### src/hdl/dfr_pkg.sv
package dfr_pkg;
   localparam logic [63:0] EXP_MASK  = 64'h7FF0_0000_0000_0000;
   localparam logic [63:0] SIGN_MASK = 64'h8000_0000_0000_0000;
   localparam int          SIG_W     = 53;
   localparam int          EXP_W     = 13;

   typedef struct packed {
      logic             start;
      logic             done;
   } seq_ctl_type;
endpackage

### src/hdl/dfr_core.sv
module dfr_core
   import dfr_pkg::*;
(
   input  logic        clock,
   input  logic        reset,
   input  logic        start,
   input  logic [63:0] a_bits,
   input  logic [63:0] b_bits,
   output logic        done,
   output logic [63:0] result
);
   typedef enum logic [2:0] {S_IDLE, S_NORMA, S_NORMB, S_DIV, S_NORMR, S_PACK} state_type;

   state_type                state_ff, state_in;
   logic [SIG_W:0]           ma_ff, ma_in;
   logic [SIG_W-1:0]         mb_ff, mb_in;
   logic signed [EXP_W-1:0]  ea_ff, ea_in, eb_ff, eb_in;
   logic                     sign_ff, sign_in;
   logic [63:0]              res_ff, res_in;
   logic                     done_ff, done_in;
   logic [SIG_W+1:0]         diff;
   logic [SIG_W-1:0]         rem;
   logic signed [EXP_W-1:0]  sh;

   assign diff = {1'b0, ma_ff} - {2'b00, mb_ff};
   assign rem  = diff[SIG_W+1] ? ma_ff[SIG_W-1:0] : diff[SIG_W-1:0];
   assign sh   = EXP_W'(signed'(1)) - eb_ff;

   always_comb begin
      state_in = state_ff;
      ma_in = ma_ff; mb_in = mb_ff; ea_in = ea_ff; eb_in = eb_ff;
      sign_in = sign_ff; res_in = res_ff; done_in = 1'b0;
      case (state_ff)
         S_IDLE: if (start) begin
            sign_in = a_bits[63];
            ma_in = {1'b0, (a_bits[62:52] != 11'd0), a_bits[51:0]};
            mb_in = {(b_bits[62:52] != 11'd0), b_bits[51:0]};
            ea_in = (a_bits[62:52] == 11'd0) ? EXP_W'(1) : EXP_W'(a_bits[62:52]);
            eb_in = (b_bits[62:52] == 11'd0) ? EXP_W'(1) : EXP_W'(b_bits[62:52]);
            state_in = S_NORMA;
         end
         S_NORMA: if (!ma_ff[SIG_W-1]) begin
            ma_in = {ma_ff[SIG_W-1:0], 1'b0}; ea_in = ea_ff - 1'b1;
         end else state_in = S_NORMB;
         S_NORMB: if (!mb_ff[SIG_W-1]) begin
            mb_in = {mb_ff[SIG_W-2:0], 1'b0}; eb_in = eb_ff - 1'b1;
         end else state_in = S_DIV;
         S_DIV: begin
            if (ea_ff > eb_ff) begin
               ma_in = {rem, 1'b0}; ea_in = ea_ff - 1'b1;
            end else begin
               ma_in = {1'b0, rem}; state_in = S_NORMR;
            end
         end
         S_NORMR: if (ma_ff == '0) begin
            res_in = {sign_ff, 63'd0}; done_in = 1'b1; state_in = S_IDLE;
         end else if (!ma_ff[SIG_W-1]) begin
            ma_in = {ma_ff[SIG_W-1:0], 1'b0}; eb_in = eb_ff - 1'b1;
         end else state_in = S_PACK;
         S_PACK: begin
            if (eb_ff >= EXP_W'(1))
               res_in = {sign_ff, eb_ff[10:0], ma_ff[51:0]};
            else if (sh >= EXP_W'(64))
               res_in = {sign_ff, 63'd0};
            else
               res_in = {sign_ff, 63'(64'(ma_ff) >> sh[5:0])};
            done_in = 1'b1; state_in = S_IDLE;
         end
         default: state_in = S_IDLE;
      endcase
   end

   always_ff @(posedge clock) begin
      if (reset) begin
         state_ff <= S_IDLE;
         done_ff  <= 1'b0;
      end else begin
         state_ff <= state_in;
         done_ff  <= done_in;
      end
      ma_ff <= ma_in; mb_ff <= mb_in; ea_ff <= ea_in; eb_ff <= eb_in;
      sign_ff <= sign_in; res_ff <= res_in;
   end

   assign done   = done_ff;
   assign result = res_ff;
endmodule

### src/hdl/double_float_remainder.sv
// Special cases go straight to the result register; other operands go through the
// core's normalize shifts, its one-bit-per-cycle shift-subtract loop and a pack step.
// Throughput: one item at a time; req_stall stays high from acceptance to result delivery.
// Reset: synchronous, active high; clears the sequencer and the result valid.
module double_float_remainder
   import dfr_pkg::*;
(
   input  logic        clock,
   input  logic        reset,
   input  logic        req_valid,
   output logic        req_stall,
   input  logic [63:0] req_a_bits,
   input  logic [63:0] req_b_bits,
   output logic        rsp_valid,
   input  logic        rsp_stall,
   output logic [63:0] rsp_rem_bits,
   output logic        rsp_domain_error
);
   typedef enum logic [1:0] {T_IDLE, T_BUSY, T_OUT} top_state_type;

   top_state_type state_ff;
   seq_ctl_type   ctl;
   logic [63:0]   core_res, rem_ff;
   logic          derr_ff, fast;
   logic [63:0]   amag, bmag;

   assign amag = req_a_bits & ~SIGN_MASK;
   assign bmag = req_b_bits & ~SIGN_MASK;
   assign fast = (bmag == 64'd0) || ((amag & EXP_MASK) == EXP_MASK) || (bmag >= EXP_MASK)
              || (amag == 64'd0) || (amag < bmag);

   assign req_stall = (state_ff != T_IDLE);
   assign ctl.start = req_valid && !req_stall && !fast;

   dfr_core u_core (
      .clock  (clock),
      .reset  (reset),
      .start  (ctl.start),
      .a_bits (req_a_bits),
      .b_bits (req_b_bits),
      .done   (ctl.done),
      .result (core_res)
   );

   always_ff @(posedge clock) begin
      if (reset) begin
         state_ff <= T_IDLE;
      end else begin
         case (state_ff)
            T_IDLE: if (req_valid) begin
               derr_ff <= (bmag == 64'd0);
               if (fast) begin
                  rem_ff <= req_a_bits; state_ff <= T_OUT;
               end else state_ff <= T_BUSY;
            end
            T_BUSY: if (ctl.done) begin
               rem_ff <= core_res; state_ff <= T_OUT;
            end
            T_OUT: if (!rsp_stall) state_ff <= T_IDLE;
            default: state_ff <= T_IDLE;
         endcase
      end
   end

   assign rsp_valid        = (state_ff == T_OUT);
   assign rsp_rem_bits     = rem_ff;
   assign rsp_domain_error = derr_ff;
endmodule

### config.mk
export PLATFORM = sky130hd
export DESIGN_NAME = double_float_remainder
export DESIGN_NICKNAME = d
export VERILOG_FILES = /design/src/hdl/dfr_pkg.sv /design/src/hdl/dfr_core.sv /design/src/hdl/double_float_remainder.sv
export SDC_FILE = /design/constraint.sdc
export NUM_CORES = 1
export LEC_CHECK = 0
export ABC_CLOCK_PERIOD_IN_PS = 14700
export BUFFER_PORTS_ARGS = -buffer_cell sky130_fd_sc_hd__buf_2
export CORE_ASPECT_RATIO = 0.7
export CORE_UTILIZATION = 55
export CTS_CLUSTER_DIAMETER = 200
export DETAILED_ROUTE_END_ITERATION = 8
export PLACE_DENSITY = 0.81
export SLEW_MARGIN = 20
export SYNTH_ARGS = -nofsm -noshare
export SYNTH_HDL_FRONTEND = slang
export SYNTH_SLANG_ARGS = --single-unit
### constraint.sdc
create_clock -name clock -period 14.7 [get_ports clock]
set_input_delay 0 -clock clock [delete_from_list [all_inputs] [get_ports clock]]
set_output_delay 0 -clock clock [all_outputs]
set_load 0.02 [all_outputs]
==> flow_summary.json <==
{
  "status": "finished clean",
  "grt_max_degree": 75,
  "cp-endpoint": "u_core.mb_ff[1]$_DFFE_PP_",
  "die-area_mm2": 0.0396,
  "vias_per_cell": 6.99,
  "postCtsSetupBuffers": 0,
  "r2r_cells": 12,
  "cts_tree": "done",
  "die_y_um": 167,
  "hold_viol": 0,
  "critPathKind": "in2reg",
  "antenna_found_initial": 2,
  "num-nets-final": 2779,
  "synth_nets": 2521,
  "synth_seq_cells": 269,
  "synthesis.instances": 2256,
  "port_buffers": 197,
  "worstSkewPairLatency_ns": 0.58,
  "dpl.cell_count": 2871,
  "top_usage_layer": "met1",
  "clockRootBuffer": "clkbuf_16",
  "clockBufferDepth": 3,
  "start_util_pct": 56.6,
  "use_met2_pct": 61.4,
  "clock_skew_ns": 0.0149,
  "rr_endpoint": "u_core.ma_ff[25]$_DFFE_PP_",
  "grt_first_pass_wirelength_um": 130000,
  "synth_edf_count": 263,
  "maxSlewHeadroom_pct": 23.6,
  "drive_gt1_share_pct": 17.4,
  "cp-startpoint": "req_b_bits[57]",
  "hpwl_um": 64000,
  "cp_max_fo": 52,
  "crit_required_ns": 14.90,
  "globalplace.congestion": 1.06,
  "stdcell_count": 3055,
  "seq_area_frac_synth_pct": 37.5,
  "startpoint_type": "input port",
  "ys_warn_count": 0,
  "max_cap_violations": 0,
  "cp.arrival_ns": 5.20,
  "hold_path_class": "in2reg",
  "cts_made_buffers": 28,
  "drv_slew": 0,
  "min_period_ns": 4.99,
  "met1_usage_pct": 62.8,
  "hp-start": "req_a_bits[63]",
  "die_x_um": 238,
  "r2r-start": "u_core.ma_ff[31]$_DFFE_PP_",
  "num_io_pins": 199,
  "row_count": 59,
  "firstDrtPassIters": 8,
  "clock.fmax_mhz": 200,
  "cts.clk_slew.worst_paths_ns": 0.06,
  "vias": 21353,
  "wl_per_cell_um": 29.2,
  "power.leakage_nw": 10.4,
  "area_growth_pct": 18.0,
  "finalSetupViolCount": 0,
  "end_kind": "flip-flop",
  "vdd_drop_max_mv": 0.103,
  "coreArea_mm2": 0.0377,
  "rrSetupSlack_ns": 9.83,
  "track_usage_pct": 44.0,
  "tns_ns": 0,
  "htreeDepth": 1,
  "wl_um": 89300,
  "async_flop_share_pct": 0,
  "powerDensity_mw_per_mm2": 130,
  "fin_crit_sh_pct": 34.0,
  "yosysUniqueCellTypes": 88,
  "overflow": 0,
  "drt_iter0_drc": 3449,
  "grt_setup_unrepaired": "false",
  "drtAntennaViolNets": 0,
  "grt_use_met3_pct": 16.2,
  "tightest_slew_ns": 1.14,
  "grt_pass1_vias": 19595,
  "synth_flop_cell": "edfxtp_1",
  "postSynthAreaPerCell_um2": 9.46,
  "clock_sinks": 269,
  "drcViolationCount": 0,
  "netlist_area_mm2": 0.0214
}
-- where the power goes --
part / total [mW] / leakage (nW) / internal, mW / switching [mW]
Sequential: 1.04 / 2.58 / 0.930 / 0.105
Combinational: 1.41 / 7.28 / 0.496 / 0.918
Clock: 0.832 / 0.507 / 0.491 / 0.342
Total: 3.28 / 10.4 / 1.92 / 1.36
-- placed cells by master, fill, tap and decap left out, drive strengths merged, types with 14 or more instances in the layout --
| master | instances |
|---|---|
| mux2i | 49 |
| dlygate4sd3 | 131 |
| mux2 | 75 |
| ha | 132 |
| a21oi | 126 |
| nand3 | 24 |
| o22ai | 17 |
| a22o | 49 |
| a31oi | 22 |
| nor4 | 66 |
| nand2 | 298 |
| a22oi | 18 |
| nor2b | 15 |
| a211oi | 15 |
| nor2 | 135 |
| nand2b | 14 |
| a21o | 59 |
| clkbuf | 32 |
| inv | 145 |
| xor2 | 24 |
| o211ai | 25 |
| buf | 235 |
| edfxtp | 263 |
| o31ai | 58 |
| xnor2 | 49 |
| o21ai | 139 |
| mux4 | 41 |
| nor3 | 34 |
| and2 | 14 |
| a222oi | 16 |
| nand4 | 39 |
-- cells in the mapped netlist, types with 12 or more instances --
| master | count | area (um^2) |
|---|---|---|
| a22oi_1 | 18 | 135 |
| a21o_1 | 57 | 428 |
| mux4_2 | 41 | 923 |
| nand2_1 | 297 | 1110 |
| nand3_1 | 24 | 120 |
| nor2_1 | 135 | 507 |
| o21ai_0 | 136 | 681 |
| a21oi_1 | 125 | 626 |
| inv_1 | 144 | 541 |
| o221ai_1 | 12 | 105 |
| mux2_2 | 74 | 833 |
| o21bai_1 | 13 | 97.6 |
| a22o_1 | 49 | 429 |
| a222oi_1 | 16 | 160 |
| a221o_1 | 12 | 120 |
| o21a_1 | 13 | 97.6 |
| nor2b_1 | 15 | 93.8 |
| o211ai_1 | 25 | 188 |
| o22ai_1 | 17 | 106 |
| nand4_1 | 39 | 244 |
| ha_1 | 132 | 1650 |
| and2_1 | 14 | 87.6 |
| o31ai_1 | 57 | 428 |
| nor3_1 | 33 | 165 |
| clkbuf_1 | 108 | 405 |
| xor2_1 | 24 | 210 |
| mux2i_1 | 49 | 490 |
| xnor2_1 | 49 | 429 |
| nand2b_1 | 14 | 87.6 |
| a31oi_1 | 22 | 138 |
| nor4_1 | 65 | 407 |
| a211oi_1 | 14 | 105 |
| edfxtp_1 | 263 | 7900 |
-- critical path, stage by stage --
cell and delay [ns]:
dlygate4sd3_1 0.62, buf_2 0.19, inv_1 0.05, ha_1 0.29
nand4_1 0.20, nor4_1 0.31, nand2_1 0.38, a211o_1 0.42
a211oi_2 0.73, a2111o_1 0.28, nand2_1 0.12, nor4_1 0.64
o21bai_4 0.25, buf_4 0.60
-- worst min path at each step --
stage / endpoint / slack, ns / depth (start not counted)
3_5_place_dp: u_core.sign_ff$_DFFE_PP_ / 0.20 / 1
6_report: u_core.sign_ff$_DFFE_PP_ / 0.17 / 2
5_1_grt: u_core.sign_ff$_DFFE_PP_ / 0.18 / 2
4_1_cts: u_core.sign_ff$_DFFE_PP_ / 0.15 / 2
2_1_floorplan: u_core.sign_ff$_DFFE_PP_ / 0.1 / 0
3_3_place_gp: u_core.sign_ff$_DFFE_PP_ / 0.20 / 1
-- sequential cells by signal (all words and copies together) (netlist names) --
signal	cells
rsp_rem_bits	64
u_core.result	64
u_core.ma_ff	54
u_core.mb_ff	53
u_core.ea_ff	13
u_core.eb_ff	13
u_core.state_ff	3
state_ff	2
rsp_domain_error	1
u_core.done	1
u_core.sign_ff	1
-- cell families after synthesis --
| kind of cell | synth area share (%) |
|---|---|
| buf+inv | 5.33 |
| xor+xnor | 2.99 |
| mux | 10.6 |
| flops | 37.5 |
| simple gates | 14.7 |
| fa+ha+maj | 7.83 |
| compound gates | 21.0 |
-- layer usage --
| layer | part of all wire [%] | up-vias |
|---|---|---|
| met5 | 0.10 | - |
| met3 | 16 | 319 |
| met2 | 40 | 1787 |
| met4 | 4.2 | 10 |
| li1 | - | 9113 |
| met1 | 40 | 10124 |
-- final cells by class --
class,instances,area [um^2]
sequential,269,8020
inverter,145,544
fill,2913,12500
tap,518,648
multi-input combinational,1704,12300
timing repair buffer,366,2580
clock buffer,32,747
antenna,1,2.50
clock inverter,20,304
-- metrics by stage --
step	hold WS, ns	power [mW]	cell area, um^2	utilization [%]	setup WS, ns
2_1_floorplan	0.0989	1.91	21400	-	1.99
3_3_place_gp	0.200	2.33	22800	60.5	9.96
3_5_place_dp	0.205	2.35	22800	60.5	9.96
4_1_cts	0.149	3.20	25200	66.7	9.97
5_1_grt	0.177	3.38	25200	66.8	9.35
6_report	0.169	3.28	25200	66.8	9.71
-- timing repair --
item                       in CTS  in global routing
resized for setup               0                  0
setup endpoints to repair       0                  0
hold endpoints to repair      196                  0
hold buffers                  131                  0
Power figures use the tool's default switching activity.
